File: src/sv/adr_pkg.sv
package adr_pkg;

    localparam int MUL_A_W   = 34;
    localparam int MUL_B_W   = 32;
    localparam int MUL_P_W   = MUL_A_W + MUL_B_W + 1;
    localparam int MUL_STEPS = MUL_B_W;
    localparam int ACC_W     = MUL_P_W + 1;

    // 9.81 in Q.16
    localparam logic [MUL_B_W-1:0] GRAV_Q16 = 32'd642908;
    localparam logic [16:0] ALPHA_ONE = 17'd65536;

    localparam logic [16:0] ALPHA_RST = 17'd6554;
    localparam logic [15:0] THRESH_RST = 16'd256;
    localparam logic [15:0] PERIOD_RST = 16'd655;

    localparam logic [1:0] CFG_ALPHA  = 2'd0;
    localparam logic [1:0] CFG_THRESH = 2'd1;
    localparam logic [1:0] CFG_PERIOD = 2'd2;

    typedef enum logic [1:0] {
        MODE_SAMPLE    = 2'd0,
        MODE_BIAS_EST  = 2'd1,
        MODE_BIAS_LOAD = 2'd2,
        MODE_NONE      = 2'd3
    } mode_t;

    typedef enum logic [2:0] {
        ST_IDLE,
        ST_MUL_GO,
        ST_MUL_WAIT,
        ST_MEAN_WAIT,
        ST_OUT
    } state_t;

    typedef enum logic [3:0] {
        OP_AX, OP_AY, OP_FX1, OP_FX2, OP_FY1, OP_FY2,
        OP_MX, OP_MY, OP_TH, OP_VX, OP_PX, OP_VY, OP_PY
    } op_t;

    typedef enum logic [2:0] {
        MS_IDLE,
        MS_SUM,
        MS_LAST,
        MS_SETUP,
        MS_DIV,
        MS_DONE
    } mean_state_t;

    typedef struct packed {
        logic start;
        logic wr_en;
    } mean_ctl_t;

    function automatic logic signed [ACC_W-1:0] rnd16(input logic signed [ACC_W-1:0] v);
        logic signed [ACC_W-1:0] t;
        t = v + ACC_W'(32768);
        return t >>> 16;
    endfunction

    function automatic logic signed [ACC_W-1:0] rnd12(input logic signed [ACC_W-1:0] v);
        logic signed [ACC_W-1:0] t;
        t = v + ACC_W'(2048);
        return t >>> 12;
    endfunction

    function automatic logic [31:0] sat32(input logic signed [ACC_W-1:0] v);
        if (v > 68'sd2147483647) begin
            return 32'h7FFF_FFFF;
        end else if (v < -68'sd2147483648) begin
            return 32'h8000_0000;
        end
        return v[31:0];
    endfunction

    function automatic logic [47:0] sat48(input logic signed [ACC_W-1:0] v);
        if (v > 68'sd140737488355327) begin
            return 48'h7FFF_FFFF_FFFF;
        end else if (v < -68'sd140737488355328) begin
            return 48'h8000_0000_0000;
        end
        return v[47:0];
    endfunction

endpackage

File: src/sv/adr_mul.sv
module adr_mul (
    input  logic                                aclk,
    input  logic                                aresetn,
    input  logic                                start,
    input  logic signed [adr_pkg::MUL_A_W-1:0] a,
    input  logic        [adr_pkg::MUL_B_W-1:0] b,
    output logic                                done,
    output logic signed [adr_pkg::MUL_P_W-1:0] p
);
    import adr_pkg::*;

    localparam int CW = $clog2(MUL_STEPS);
    localparam logic [CW-1:0] LAST = CW'(MUL_STEPS - 1);

    logic signed [MUL_A_W-1:0] a_reg;
    logic signed [MUL_A_W:0]   hi_reg;
    logic        [MUL_B_W-1:0] lo_reg;
    logic        [CW-1:0]      cnt_reg;
    logic                      busy_reg;
    logic                      done_reg;
    logic signed [MUL_A_W:0]   sum;

    // add multiplicand on a set multiplier bit, then shift the pair right
    assign sum = lo_reg[0] ? hi_reg + {a_reg[MUL_A_W-1], a_reg} : hi_reg;

    always_ff @(posedge aclk) begin
        if (!aresetn) begin
            busy_reg <= 1'b0;
            done_reg <= 1'b0;
            cnt_reg  <= '0;
        end else begin
            done_reg <= busy_reg && (cnt_reg == LAST);
            if (start) begin
                busy_reg <= 1'b1;
                cnt_reg  <= '0;
            end else if (busy_reg) begin
                cnt_reg <= cnt_reg + CW'(1);
                if (cnt_reg == LAST) begin
                    busy_reg <= 1'b0;
                end
            end
        end
    end

    always_ff @(posedge aclk) begin
        if (start) begin
            a_reg  <= a;
            hi_reg <= '0;
            lo_reg <= b;
        end else if (busy_reg) begin
            hi_reg <= {sum[MUL_A_W], sum[MUL_A_W:1]};
            lo_reg <= {sum[0], lo_reg[MUL_B_W-1:1]};
        end
    end

    assign done = done_reg;
    assign p    = {hi_reg, lo_reg};

endmodule

File: config.mk
export PLATFORM = sky130hd
export DESIGN_NAME = adr_mul
export DESIGN_NICKNAME = d
export VERILOG_FILES = /design/src/sv/adr_pkg.sv /design/src/sv/adr_mul.sv
export SDC_FILE = /design/constraint.sdc
export NUM_CORES = 1
export LEC_CHECK = 0
export BUFFER_PORTS_ARGS = -buffer_cell sky130_fd_sc_hd__buf_2
export CAP_MARGIN = 40
export CORE_MARGIN = 1.5
export CORE_UTILIZATION = 34
export DETAILED_ROUTE_END_ITERATION = 8
export GPL_TIMING_DRIVEN = 0
export PLACE_DENSITY = 0.57
export SETUP_SLACK_MARGIN = 0.02
export SLEW_MARGIN = 20
export SYNTH_ARGS = -nofsm -noshare
export SYNTH_HDL_FRONTEND = slang
export SYNTH_SLANG_ARGS = --single-unit
File: constraint.sdc
create_clock -name aclk -period 5.9 [get_ports aclk]
set_input_delay 0.885 -clock aclk [delete_from_list [all_inputs] [get_ports aclk]]
set_output_delay 0.885 -clock aclk [all_outputs]
set_load 0.02 [all_outputs]
# After elaboration in Yosys (flattened, before gate mapping)

Index checks and enable logic that the tools add are counted.

$add $sub $neg: 2
Multipliers: 0
Multiplexer cells: 6
Bitwise gates (word level): 1
Reductions and logical operators: 3
Equal/unequal tests: 1
Shifts and indexed selects: 0
Divide/modulo/power cells: 0
Magnitude comparators: 0

Operators with widths:

| cell                                         | number |
|---|---|
| 2-to-1 mux 32 bit                            | 2 |
| adder 34 x 34 -> 35 bit                      | 1 |
| 2-to-1 mux 35 bit                            | 1 |
| adder 5 x 1 -> 5 bit (second input constant) | 1 |
| equality test 5 bit (second input constant)  | 1 |
| 2-to-1 mux 1 bit                             | 3 |
| nonzero test 2 bit                           | 1 |
| OR reduction 2 bit                           | 1 |
| logical AND 1 bit                            | 1 |
| NOT 1 bit                                    | 1 |

Memory bits (writable): 0
Memory bits (read-only): 0
Logic and storage cells: 19
Output and inout port bits: 68
Input bits: 69
Memories kept: 0
Register bits: 107
Latch bits: 0

# Depth between registers and ports, before layout

Depth after elaboration: 4
Gate-level depth with buffers: 12
Depth with buffers taken out: 12

# Worst setup path after synthesis

No wires, ideal clock.

Kind: reg2reg
Start point: reg hi_reg[0]
End point: reg hi_reg[17]
Data required time: 5809 ps
Library setup time: 91 ps
Buffers on the path: 0
Arrival time: 2596 ps
Stages on the path, launching flop included: 13
Period minus slack after synthesis: 2687 ps
Slack: 3213 ps
Path through: dfxtp_1 -> ha_1 -> inv_1 -> fa_1 -> nor2b_1 -> o31ai_1 -> a21oi_1 -> o21ai_1 -> a21boi_1 -> o31ai_1 -> a2111oi_0 -> a31oi_1 -> a311oi_1

Cells in the longest elaborated chain, start to end: 2

RTL lines:

| element                 | RTL line      | source |
|---|---|---|
| start, declared         | adr_mul.sv:16 | `logic signed [MUL_A_W:0] hi_reg;` |
| start signal, assigned  | adr_mul.sv:51 | `hi_reg <= {sum[MUL_A_W], sum[MUL_A_W:1]};` |
| adder 34 x 34 -> 35 bit | adr_mul.sv:24 | `assign sum = lo_reg[0] ? hi_reg + {a_reg[MUL_A_W-1], a_reg} : hi_reg;` |
| 2-to-1 mux 35 bit       | adr_mul.sv:24 |  |

No other way between the ends.
A chain may end at the register's enable or synchronous reset.

# Worst setup path in the final report

Start point: reg hi_reg[0]
End point: reg hi_reg[31]

Same word-level chain as after synthesis.

==> results.toml <==
[synth]
yosys_warnings = 0
synthTopCellsByCount = "edfxtp_1, nor2_1, dfxtp_1"
synthMostInstantiatedCell = "edfxtp_1"
syn_area_um2 = 6000
synth_top_area_cell = "edfxtp_1"
synthesis.nets = 663
async_reset_ff_share_pct = 0
syn_inst = 557
synth_seq_area_share_pct = 46.7
synth_cell_type_count = 65
ys_ff_latch = 107
synth_edf_count = 66
synth_ff_type = "edfxtp_1"
syn_area_per_cell_um2 = 10.8
synthDominantCellAreaShare_pct = 33.0
synth.area.top_cells = "edfxtp_1, dfxtp_1, ha_1, mux2_2, mux2i_1"

[setup_path]
slowest_stage = "a211oi_1"
worstPathArrival_ns = 3.43
reg2regPathDepth = 12
start_kind = "flip-flop"
worstReg2RegStart = "hi_reg[0]"
regToRegEndpoint = "hi_reg[31]"
critPathBufInv = 1
cp_cell_sequence = "ha_1, inv_1, fa_1, nor2b_1, o31ai_1, a211oi_1, o21ai_1, nand2_1, a31oi_1, o2bb2ai_1, xnor2_1, a31o_1"
endpoint_kind = "flip-flop"
crit_path_start = "hi_reg[0]"
reg2reg_setup_slack_ns = 2.74
worst-path-max-fanout = 4
cp.required_ns = 6.17
critPathMaxStageDelay_ns = 0.49
crit_type = "flip-flop to flip-flop"
crit_family = "compound AO/OA/AOI/OAI gates"

[placement]
gp_congestion = 0.938
dp_hpwl_um = 12200
io_buffers = 136
dpl.cell_count = 919

[cts]
clock-root-buffer = "clkbuf_16"
cts_sinks = 107
clock_path_buffers = 2
clk_pin_slew_ns = 0.08
cts_tree = "done"
post-cts-setup-buffers = 0
cts_buffers = 9
cts_resized = 0
clock_latency_ns = 0.37
htreeDepth = 3
ctsHoldBuffers = 0

[cells_and_area]
antenna_cells = 0
area_growth_pct = 21.8
num-fill-cells = 1725
fin_cells = 936
drive_gt1_share_pct = 28.1
fin_nets = 812

[drt]
dr.pass1.iters = 4
drt_iter0_markers = 287
ant_nets = 0
viasPerCell = 5.28
drc = 0
wl_per_cell_um = 17.5
via_count = 4943
drt-total-wl_um = 16400

[job]
max_cap_violations = 0

[timing]
tightest_slew_ns = 0.776
rsz0062_at_grt = "false"
post-route-period-util_pct = 53.6
period_needed_ns = 3.16
hold_violations = 0
max_freq_mhz = 316
slew_headroom_pct = 48.3
setup_viol = 0
slew_viol_final = 0
fin_skew_ns = 0.0172
tns_ns = 0

[pwr]
powerDensity_nw_per_um2 = 293
cellLeakagePower_nw = 3.13
ir_drop_v = 0.000162
finalPower_mw = 2.15

[die]
die_width_um = 136
core_area_um2 = 17300
num_io_pins = 137
fp.dieArea_um2 = 18500
initial_core_util_pct = 34.7
row_count = 48
fp.dieH_um = 136

[min_path]
min_from = "cnt_reg[4]"
min_to = "cnt_reg[4]"
holdPathStages = 2
min_path_type = "flip-flop to flip-flop"

[grt]
grt_pass1_vias = 5010
grt_start_max_net_pins = 36
overflow = 0
grt_pass1_wl_um = 25800
grt_use_total_pct = 18.2
antenna_found_initial = 0

[outcome]
outcome = "completed"
worst max path at each step:
stage                 endpoint  slack [ns]  cells after the start
detailed placement  lo_reg[22]        2.32                      4
finish              hi_reg[31]        2.74                     12
CTS                 lo_reg[15]        2.74                      4
floorplan           hi_reg[17]        3.21                     12
global placement    lo_reg[13]        2.42                      4
global route        hi_reg[33]        2.50                     12
per-stage QoR:
step                      setup WS [ns]  util (%)  area [um2]  hold WS [ns]
after floorplan                    3.21         -        6000         0.467
after global placement             2.42      40.3        6970         0.482
after detailed placement           2.32      40.3        6980         0.505
after CTS                          2.74      42.1        7290         0.524
after global routing               2.50      42.3        7310         0.551
final                              2.74      42.3        7310         0.520
report_power, final:
part | switching [mW] | internal (mW)
Combinational | 0.348 | 0.238
Clock | 0.331 | 0.309
Sequential | 0.0500 | 0.870
worst register-to-register path, stage by stage (launching register included):
cell and delay (ns):
dfxtp_1 0.37, ha_1 0.20, inv_1 0.06, fa_1 0.41, nor2b_1 0.17, o31ai_1 0.14, a211oi_1 0.49, o21ai_1 0.23
nand2_1 0.22, a31oi_1 0.17, o2bb2ai_1 0.21, xnor2_1 0.16, a31o_1 0.22
layout by cell type, fill, tap and decap left out, types with 8 or more instances in the layout:
master and instances:
a21oi_1 28, nand2_1 32, dfxtp_1 41, o21ai_0 18
mux2i_1 24, o21ai_1 13, nand2b_1 8, nand3_1 12
clkbuf_16 9, inv_1 10, edfxtp_1 66, mux2_2 31
nor2_1 55, xnor2_1 16, buf_2 140, a21o_1 13
a211oi_1 29, ha_1 36, xor2_1 9, clkbuf_1 22
kinds of logic (layout without fill, tap and decap cells):
group	Yosys count	in the layout	share of synthesized area, %
adder cells (fa/ha/maj)	37	37	7.84
AO/OA/AOI/OAI	154	154	18.7
flip-flops	107	107	46.7
buffers and inverters	41	195	2.71
AND/OR/NAND/NOR	138	138	10.6
XOR/XNOR	25	25	3.65
multiplexers	55	55	9.82
layout make-up:
cell class                      count  area [um2]  share of cell area, %
Buffer                             30         121                   1.66
Clock buffer                        9         225                   3.08
Clock inverter                      7        83.8                   1.15
Inverter                           11        41.3                  0.565
Multi-Input combinational cell    409        3040                   41.5
Sequential cell                   107        2800                   38.3
Tap cell                          225         282                   3.85
Timing Repair Buffer              138         719                   9.84
layer usage:
layer	track usage (%)	part of all wire [%]	vias up
li1	-	-	2397
met1	22.2	43	2325
met2	29.8	47	187
met3	5.85	7.8	34
met4	7.33	2.7	0
met5	0	0	-
Note: power is estimated with default switching activity, not from simulation.
