[src/sv/adr_pkg.sv]
package adr_pkg;

    localparam int MUL_A_W   = 34;
    localparam int MUL_B_W   = 32;
    localparam int MUL_P_W   = MUL_A_W + MUL_B_W + 1;
    localparam int MUL_STEPS = MUL_B_W;
    localparam int ACC_W     = MUL_P_W + 1;

    // 9.81 in Q.16
    localparam logic [MUL_B_W-1:0] GRAV_Q16 = 32'd642908;
    localparam logic [16:0] ALPHA_ONE = 17'd65536;

    localparam logic [16:0] ALPHA_RST = 17'd6554;
    localparam logic [15:0] THRESH_RST = 16'd256;
    localparam logic [15:0] PERIOD_RST = 16'd655;

    localparam logic [1:0] CFG_ALPHA  = 2'd0;
    localparam logic [1:0] CFG_THRESH = 2'd1;
    localparam logic [1:0] CFG_PERIOD = 2'd2;

    typedef enum logic [1:0] {
        MODE_SAMPLE    = 2'd0,
        MODE_BIAS_EST  = 2'd1,
        MODE_BIAS_LOAD = 2'd2,
        MODE_NONE      = 2'd3
    } mode_t;

    typedef enum logic [2:0] {
        ST_IDLE,
        ST_MUL_GO,
        ST_MUL_WAIT,
        ST_MEAN_WAIT,
        ST_OUT
    } state_t;

    typedef enum logic [3:0] {
        OP_AX, OP_AY, OP_FX1, OP_FX2, OP_FY1, OP_FY2,
        OP_MX, OP_MY, OP_TH, OP_VX, OP_PX, OP_VY, OP_PY
    } op_t;

    typedef enum logic [2:0] {
        MS_IDLE,
        MS_SUM,
        MS_LAST,
        MS_SETUP,
        MS_DIV,
        MS_DONE
    } mean_state_t;

    typedef struct packed {
        logic start;
        logic wr_en;
    } mean_ctl_t;

    function automatic logic signed [ACC_W-1:0] rnd16(input logic signed [ACC_W-1:0] v);
        logic signed [ACC_W-1:0] t;
        t = v + ACC_W'(32768);
        return t >>> 16;
    endfunction

    function automatic logic signed [ACC_W-1:0] rnd12(input logic signed [ACC_W-1:0] v);
        logic signed [ACC_W-1:0] t;
        t = v + ACC_W'(2048);
        return t >>> 12;
    endfunction

    function automatic logic [31:0] sat32(input logic signed [ACC_W-1:0] v);
        if (v > 68'sd2147483647) begin
            return 32'h7FFF_FFFF;
        end else if (v < -68'sd2147483648) begin
            return 32'h8000_0000;
        end
        return v[31:0];
    endfunction

    function automatic logic [47:0] sat48(input logic signed [ACC_W-1:0] v);
        if (v > 68'sd140737488355327) begin
            return 48'h7FFF_FFFF_FFFF;
        end else if (v < -68'sd140737488355328) begin
            return 48'h8000_0000_0000;
        end
        return v[47:0];
    endfunction

endpackage

[src/sv/adr_mean.sv]
module adr_mean #(
    parameter int HIST_LEN = 64
) (
    input  logic              aclk,
    input  logic              aresetn,
    input  adr_pkg::mean_ctl_t ctl,
    input  logic [31:0]       wr_x,
    input  logic [31:0]       wr_y,
    output logic              done,
    output logic [31:0]       mean_x,
    output logic [31:0]       mean_y
);
    import adr_pkg::*;

    localparam int AW = $clog2(HIST_LEN);
    localparam int SW = 33 + AW;
    localparam int CW = $clog2(SW);
    localparam logic [AW-1:0] LAST_IDX = AW'(HIST_LEN - 1);
    localparam logic [AW:0]   DIVISOR  = (AW + 1)'(HIST_LEN);
    localparam logic [CW-1:0] LAST_BIT = CW'(SW - 1);

    logic [31:0] mem_x [HIST_LEN];
    logic [31:0] mem_y [HIST_LEN];

    mean_state_t state_reg, state_next;
    logic [AW-1:0] slot_reg;
    logic [AW:0]   fill_reg;
    logic [AW-1:0] idx_reg, idx_next;
    logic [CW-1:0] cnt_reg, cnt_next;
    logic          rd_vld_reg, rd_use_reg;
    logic [31:0]   rd_reg [2];

    logic signed [SW-1:0] sum_reg [2];
    logic signed [SW-1:0] sum_next [2];
    logic [SW-1:0]        q_reg [2];
    logic [SW-1:0]        q_next [2];
    logic [AW-1:0]        rem_reg [2];
    logic [AW-1:0]        rem_next [2];
    logic                 neg_reg [2];
    logic                 neg_next [2];
    logic [AW:0]          trial [2];
    logic                 ge [2];

    // history store; only entries below the fill count enter the sum
    always_ff @(posedge aclk) begin
        if (ctl.wr_en) begin
            mem_x[slot_reg] <= wr_x;
            mem_y[slot_reg] <= wr_y;
        end
        rd_reg[0] <= mem_x[idx_reg];
        rd_reg[1] <= mem_y[idx_reg];
    end

    always_ff @(posedge aclk) begin
        if (!aresetn) begin
            slot_reg   <= '0;
            fill_reg   <= '0;
            state_reg  <= MS_IDLE;
            rd_vld_reg <= 1'b0;
        end else begin
            if (ctl.wr_en) begin
                slot_reg <= (slot_reg == LAST_IDX) ? '0 : slot_reg + AW'(1);
                if (fill_reg != DIVISOR) begin
                    fill_reg <= fill_reg + (AW + 1)'(1);
                end
            end
            state_reg  <= state_next;
            rd_vld_reg <= (state_reg == MS_SUM);
        end
    end

    always_ff @(posedge aclk) begin
        idx_reg    <= idx_next;
        cnt_reg    <= cnt_next;
        rd_use_reg <= ({1'b0, idx_reg} < fill_reg);
        sum_reg    <= sum_next;
        q_reg      <= q_next;
        rem_reg    <= rem_next;
        neg_reg    <= neg_next;
    end

    always_comb begin
        for (int l = 0; l < 2; l++) begin
            trial[l] = {rem_reg[l], q_reg[l][SW-1]};
            ge[l]    = (trial[l] >= DIVISOR);
        end
    end

    always_comb begin
        state_next = state_reg;
        idx_next   = idx_reg;
        cnt_next   = cnt_reg;
        sum_next   = sum_reg;
        q_next     = q_reg;
        rem_next   = rem_reg;
        neg_next   = neg_reg;
        done       = 1'b0;

        if (rd_vld_reg && rd_use_reg) begin
            for (int l = 0; l < 2; l++) begin
                sum_next[l] = sum_reg[l] + SW'(signed'(rd_reg[l]));
            end
        end

        unique case (state_reg)
            MS_IDLE: begin
                if (ctl.start) begin
                    idx_next   = '0;
                    sum_next   = '{default: '0};
                    state_next = MS_SUM;
                end
            end
            MS_SUM: begin
                idx_next = idx_reg + AW'(1);
                if (idx_reg == LAST_IDX) begin
                    state_next = MS_LAST;
                end
            end
            MS_LAST: begin
                state_next = MS_SETUP;
            end
            MS_SETUP: begin
                for (int l = 0; l < 2; l++) begin
                    neg_next[l] = sum_reg[l][SW-1];
                    q_next[l]   = sum_reg[l][SW-1] ? SW'(-sum_reg[l]) : SW'(sum_reg[l]);
                    rem_next[l] = '0;
                end
                cnt_next   = '0;
                state_next = MS_DIV;
            end
            MS_DIV: begin
                // one quotient bit per cycle, restoring
                for (int l = 0; l < 2; l++) begin
                    rem_next[l] = ge[l] ? AW'(trial[l] - DIVISOR) : AW'(trial[l]);
                    q_next[l]   = {q_reg[l][SW-2:0], ge[l]};
                end
                cnt_next = cnt_reg + CW'(1);
                if (cnt_reg == LAST_BIT) begin
                    state_next = MS_DONE;
                end
            end
            MS_DONE: begin
                done       = 1'b1;
                state_next = MS_IDLE;
            end
            default: state_next = MS_IDLE;
        endcase
    end

    assign mean_x = neg_reg[0] ? 32'(-q_reg[0]) : q_reg[0][31:0];
    assign mean_y = neg_reg[1] ? 32'(-q_reg[1]) : q_reg[1][31:0];

endmodule

[config.mk]
export PLATFORM = sky130hd
export DESIGN_NAME = adr_mean
export DESIGN_NICKNAME = d
export VERILOG_FILES = /design/src/sv/adr_pkg.sv /design/src/sv/adr_mean.sv
export SDC_FILE = /design/constraint.sdc
export NUM_CORES = 2
export LEC_CHECK = 0
export BUFFER_PORTS_ARGS = -buffer_cell sky130_fd_sc_hd__buf_2
export CORE_ASPECT_RATIO = 1.75
export CORE_MARGIN = 1.5
export CORE_UTILIZATION = 50
export CTS_CLUSTER_DIAMETER = 200
export DETAILED_ROUTE_END_ITERATION = 7
export HOLD_SLACK_MARGIN = 0.02
export PLACE_DENSITY = 0.74
export SETUP_SLACK_MARGIN = 0.02
export SYNTH_ARGS = -nofsm -noshare
export SYNTH_HDL_FRONTEND = slang
export SYNTH_MEMORY_MAX_BITS = 65536
export SYNTH_SLANG_ARGS = --single-unit
[constraint.sdc]
create_clock -name aclk -period 18.5 [get_ports aclk]
set_input_delay 1.85 -clock aclk [delete_from_list [all_inputs] [get_ports aclk]]
set_output_delay 1.85 -clock aclk [all_outputs]
set_load 0.03 [all_outputs]
Yosys cells after proc, flatten, opt, wreduce, memory -nomap -nowiden
Memories as Yosys holds them, arrays and structs flattened. A register that Yosys moved wholly into a read port is not among the register bits.
Cells that the tools add are included.
{"block": "word_totals", "out_inout_bits": 65, "n_memories": 3, "word_cells": 76, "input_bits": 68, "ramBits": 4160, "reg_bits": 200}
{"block": "classes", "reduce_logical": 7, "mux": 24, "eq_ne": 12, "order_cmp": 3, "add_sub_neg": 12}
{"name": "mem_x", "depth": 64, "word_bits": 32, "rd": 1, "rd_ports_with_merged_regs": 1, "write_ports": 1, "line_no": "adr_mean.sv:22", "text": "logic [31:0] mem_x [HIST_LEN];"}
{"name": "mem_y", "depth": 64, "word_bits": 32, "rd": 1, "rd_ports_with_merged_regs": 1, "write_ports": 1, "line_no": "adr_mean.sv:23", "text": "logic [31:0] mem_y [HIST_LEN];"}
{"name": "rd_reg", "depth": 2, "word_bits": 32, "rd": 2, "rd_ports_with_merged_regs": 0, "write_ports": 2, "line_no": "adr_mean.sv:31", "text": "logic [31:0] rd_reg [2];"}
{"op": "$mux 78", "count": 3}
{"op": "$pmux 78 s2", "count": 1}
{"op": "$add 39x32->39", "count": 2}
{"op": "$mux 39", "count": 2}
{"op": "$neg 39->39", "count": 2}
{"op": "$mux 32", "count": 2}
{"op": "$neg 32->32", "count": 2}
{"op": "$mux 6", "count": 6}
{"op": "$pmux 12 s2", "count": 1}
{"op": "$pmux 6 s2", "count": 2}
{"op": "$add 6x1->6 const B", "count": 3}
{"op": "$eq 6x6->1 const B", "count": 3}
{"op": "$pmux 3 s5", "count": 1}
{"op": "$ge 7x7->1 const B", "count": 2}
{"op": "$sub 6x1->6 const B", "count": 2}
{"op": "$mux 3", "count": 3}
{"op": "$add 7x1->7 const B", "count": 1}
{"op": "$lt 6x7->1", "count": 1}
{"op": "$ne 7x7->1 const B", "count": 1}
{"op": "$eq 3x2->1 const B", "count": 2}
{"op": "$eq 3x3->1 const B", "count": 2}
{"op": "$ne 2x2->1 const B", "count": 2}
{"op": "$reduce_and 2->1", "count": 2}
{"op": "$reduce_bool 2->1", "count": 2}
{"op": "other kinds (6)", "count": 8}

Longest topological paths before layout
{"block": "depth", "word_depth": 4, "mapped_depth": 12, "mapped_depth_nobuf": 12}

Least setup slack after synthesis
No wires, ideal clock.
{"block": "synth_path", "kind": "flip-flop to flip-flop", "from": "reg state_reg[2]", "to": "reg cnt_reg[0] (enable)", "path_stages_with_launch": 3, "synth_period_minus_slack_ns": 7.963, "arrival_time_ns": 7.278, "n_path_buf": 1, "required_time_ns": 17.815, "setup_slack_ns": 10.537, "setup_time_ns": 0.685, "path_cell_list": "dfxtp_1 clkbuf_1 o21ai_0"}
{"block": "synth_via", "elab_chain_len": 2, "elab_cells_between_ends": 3, "classes_between": "eq/ne (2); reduce/logical (1)"}
{"element": "start, declared", "line_no": "adr_mean.sv:25", "text": "mean_state_t state_reg, state_next;"}
{"element": "start signal, assigned", "line_no": "adr_mean.sv:67", "text": "state_reg <= state_next;"}
{"element": "$eq 3x3->1 or $eq 3x2->1 (tied branches)", "line_no": "adr_mean.sv:105", "text": "unique case (state_reg)"}
{"element": "$reduce_bool 2->1 (no line) *"}
{"element": "end signal, assigned", "line_no": "adr_mean.sv:74", "text": "cnt_reg <= cnt_next;"}
{"element": "end, declared", "line_no": "adr_mean.sv:29", "text": "logic [CW-1:0] cnt_reg, cnt_next;"}
Every way passes the cells marked *; elsewhere a longest branch is shown, timed or not.
A chain may end at the register's enable or synchronous reset.

Worst setup path in the final report
{"block": "layout_path", "from": "reg q_reg[44] in the netlist's numbering", "to": "out mean_x[28]"}
{"block": "layout_via", "elab_chain_len": 2}
{"element": "start, declared", "line_no": "adr_mean.sv:35", "text": "logic [SW-1:0] q_reg [2];"}
{"element": "start signal, assigned", "line_no": "adr_mean.sv:77", "text": "q_reg <= q_next;"}
{"element": "$neg 32->32", "line_no": "adr_mean.sv:150", "text": "assign mean_x = neg_reg[0] ? 32'(-q_reg[0]) : q_reg[0][31:0];"}
{"element": "$mux 32", "line_no": "adr_mean.sv:150"}
{"element": "end, declared", "line_no": "adr_mean.sv:10", "text": "output logic [31:0] mean_x,"}
No other way between the ends.

==> flow_metrics.tcl <==
set metrics [dict create \
    gp_congestion 0.8340 \
    whs_ps 509.5 \
    relSlewSlack_pct 9.602 \
    hold_viol_final 0 \
    fin_nets 8057 \
    synthArstFlopShare_pct 0 \
    final_common_cell "edfxtp_1" \
    endpoint_kind "primary output" \
    startpoint_type "register" \
    cts_buffers 354 \
    postCtsSetupRepairBufs 0 \
    die_h_um 775.6 \
    grt_pass1_vias 85648 \
    reg_top3 "mem_x (2048), mem_y (2048)" \
    syn_nets 7764 \
    ant_nets 0 \
    clock_path_buffers 4 \
    path_class "register to primary output" \
    clkSinkCount 4366 \
    antenna_found_initial 44 \
    synthToLayoutAreaGrowth_pct 10.71 \
    worst_pin_slew_ps 1353 \
    ys_ff_latch 4366 \
    port_buffers 132 \
    start_util_pct 50.27 \
    path_cells "nor4_1 > nand3_1 > nand2b_1 > or4_1 > nand2b_1 > or4_1 > o31ai_1 > xnor2_1 > buf_2" \
    cp_max_fo 5 \
    cts_tree "yes" \
    die_x_um 444.5 \
    routedWlPerCell_um 36.24 \
    seq_area_frac_synth_pct 75.90 \
    overflow 0 \
    grt_usage_pct 26.50 \
    layout_common_cells "edfxtp_1, mux4_2, clkbuf_16, nand2_1, buf_4" \
    cts.clk_slew.worst_paths_ps 70 \
    hpwl_um 231700 \
    ys_dominant_reg_cell "edfxtp_1" \
    grt_pass1_wl_um 642300 \
    slew_violations 0 \
    dr.pass1.iters 6 \
    worstPathArrival_ps 4340 \
    grt_max_degree 157 \
    ios 133 \
    cap_violations 0 \
    htreeDepth 5 \
    rsz0062_at_grt "no" \
    synthMuxAreaShare_pct 17.78 \
    status "finished clean" \
    routed_wl_um 457700 \
    p_leak_nw 57.83 \
    cpPeakStageDelay_ps 700 \
    synth-edff-count 4200 \
    setup_violations 0 \
    avgSynthCellArea_um2 22.43 \
    peakVddDrop_v 0.00008194 \
    cts_resized 0 \
    vias 83995 \
    postCtsHoldBufs 0 \
    fin_crit_sh_pct 33.44 \
    synth_compound_area_share_pct 1.835 \
    power_density_nw_per_um2 114.6 \
    via_per_inst 6.650 \
    core_area_um2 339200 \
    synth_simple_gate_area_share_pct 1.762 \
    synth_top_family_by_area "multiplexers" \
    drive_gt1_share_pct 27.86 \
    max_freq_mhz 161.7 \
    critPathBufInv 1 \
    post-route-min-period_ps 6186 \
    syn_inst 7603 \
    min_path_type "register to register" \
    ys_warn_count 0 \
    skew_ps 43.35 \
    insertion_delay_ps 940 \
    yosysUniqueCellTypes 58 \
    root_buffer "clkbuf_16" \
    drtIter0Drc 11983 \
    netlist_area_um2 170500 \
    synth_xor_area_share_pct 1.104 \
    post_synth_fa_ha_maj_area_fraction_pct 0.6911 \
    num_rows 283 \
    drc_errors 0 \
    tns_ps 0 \
    required_ps 16650 \
    post-route-util_pct 55.66 \
    crit_slowest_cell "nor4_1" \
    final.fill_count 23911 \
    dieArea_um2 344700 \
    critPathTopFamily "simple AND/OR/NAND/NOR gates" \
]
where the power goes:
group	total (mW)	internal, mW	switching (mW)
Clock	7.63	4.12	3.51
Sequential	11.2	11.0	0.278
Combinational	2.77	1.31	1.46
Total	21.6	16.4	5.25
worst min-delay path, stage by stage (launching register included):
cell,delay [ps]
dfxtp_1,350
nand2_1,70
a21oi_1,50
layout make-up:
type / instances / area (um2) / area share [%]
diodes: 30 / 75.07 / 0.03976
inverters: 37 / 138.9 / 0.07356
clock inverters: 209 / 2079 / 1.101
clock buffers: 434 / 9364 / 4.959
repair buffers: 319 / 2140 / 1.133
flip-flops and latches: 4366 / 129500 / 68.57
well taps: 4417 / 5527 / 2.927
multi-input cells: 2818 / 40020 / 21.20
final timing paths:
path | slack (ps) | startpoint | endpoint | cells after the start
max | 12310 | q_reg[44]$_DFFE_PP_ | mean_x[28] | 9
min | 510 | sum_reg[16]$_DFF_P_ | sum_reg[16]$_DFF_P_ | 2
max reg2reg | 12430 | register | rd_reg[0][35]$_DFF_P_ | 7
min reg2reg | 510 | sum_reg[16]$_DFF_P_ | sum_reg[16]$_DFF_P_ | 2
metrics by stage:
stage / instance area, um2 / worst slack (ps) / std cells / total power [mW]
2_1_floorplan: 170500 / 10540 / 7603 / 13.25
3_3_place_gp: 177300 / 12540 / 11957 / 14.12
3_5_place_dp: 177300 / 12470 / 11957 / 14.19
4_1_cts: 188700 / 12220 / 12600 / 21.69
5_1_grt: 188800 / 12050 / 12616 / 22.18
6_report: 188800 / 12310 / 12630 / 21.64
routing by layer:
metal / routed length [um] / track usage (%) / vias to the layer above
li1: - / - / 32723
met1: 146000 / 31.54 / 44421
met2: 236400 / 45.98 / 5607
met3: 47640 / 4.728 / 1216
met4: 27460 / 14.08 / 28
met5: 202 / 0 / -
synth_stat cells (76+ instances only):
cell,count,area (um2)
xor2_1,91,797.0
edfxtp_1,4200,126100
ha_1,91,1139
o21ai_0,171,855.8
mux4_2,1344,30270
a21oi_1,152,760.7
dfxtp_1,166,3323
nand2_1,280,1051
xnor2_1,124,1086
nor2_1,143,536.8
clkbuf_1,304,1141
buf_1,76,285.3
cell families after synthesis:
family,count (synthesis)
xor+xnor,215
compound gates,516
fa+ha+maj,93
mux,1349
simple gates,645
flops,4366
buf+inv,419
Power figures use the tool's default switching activity.
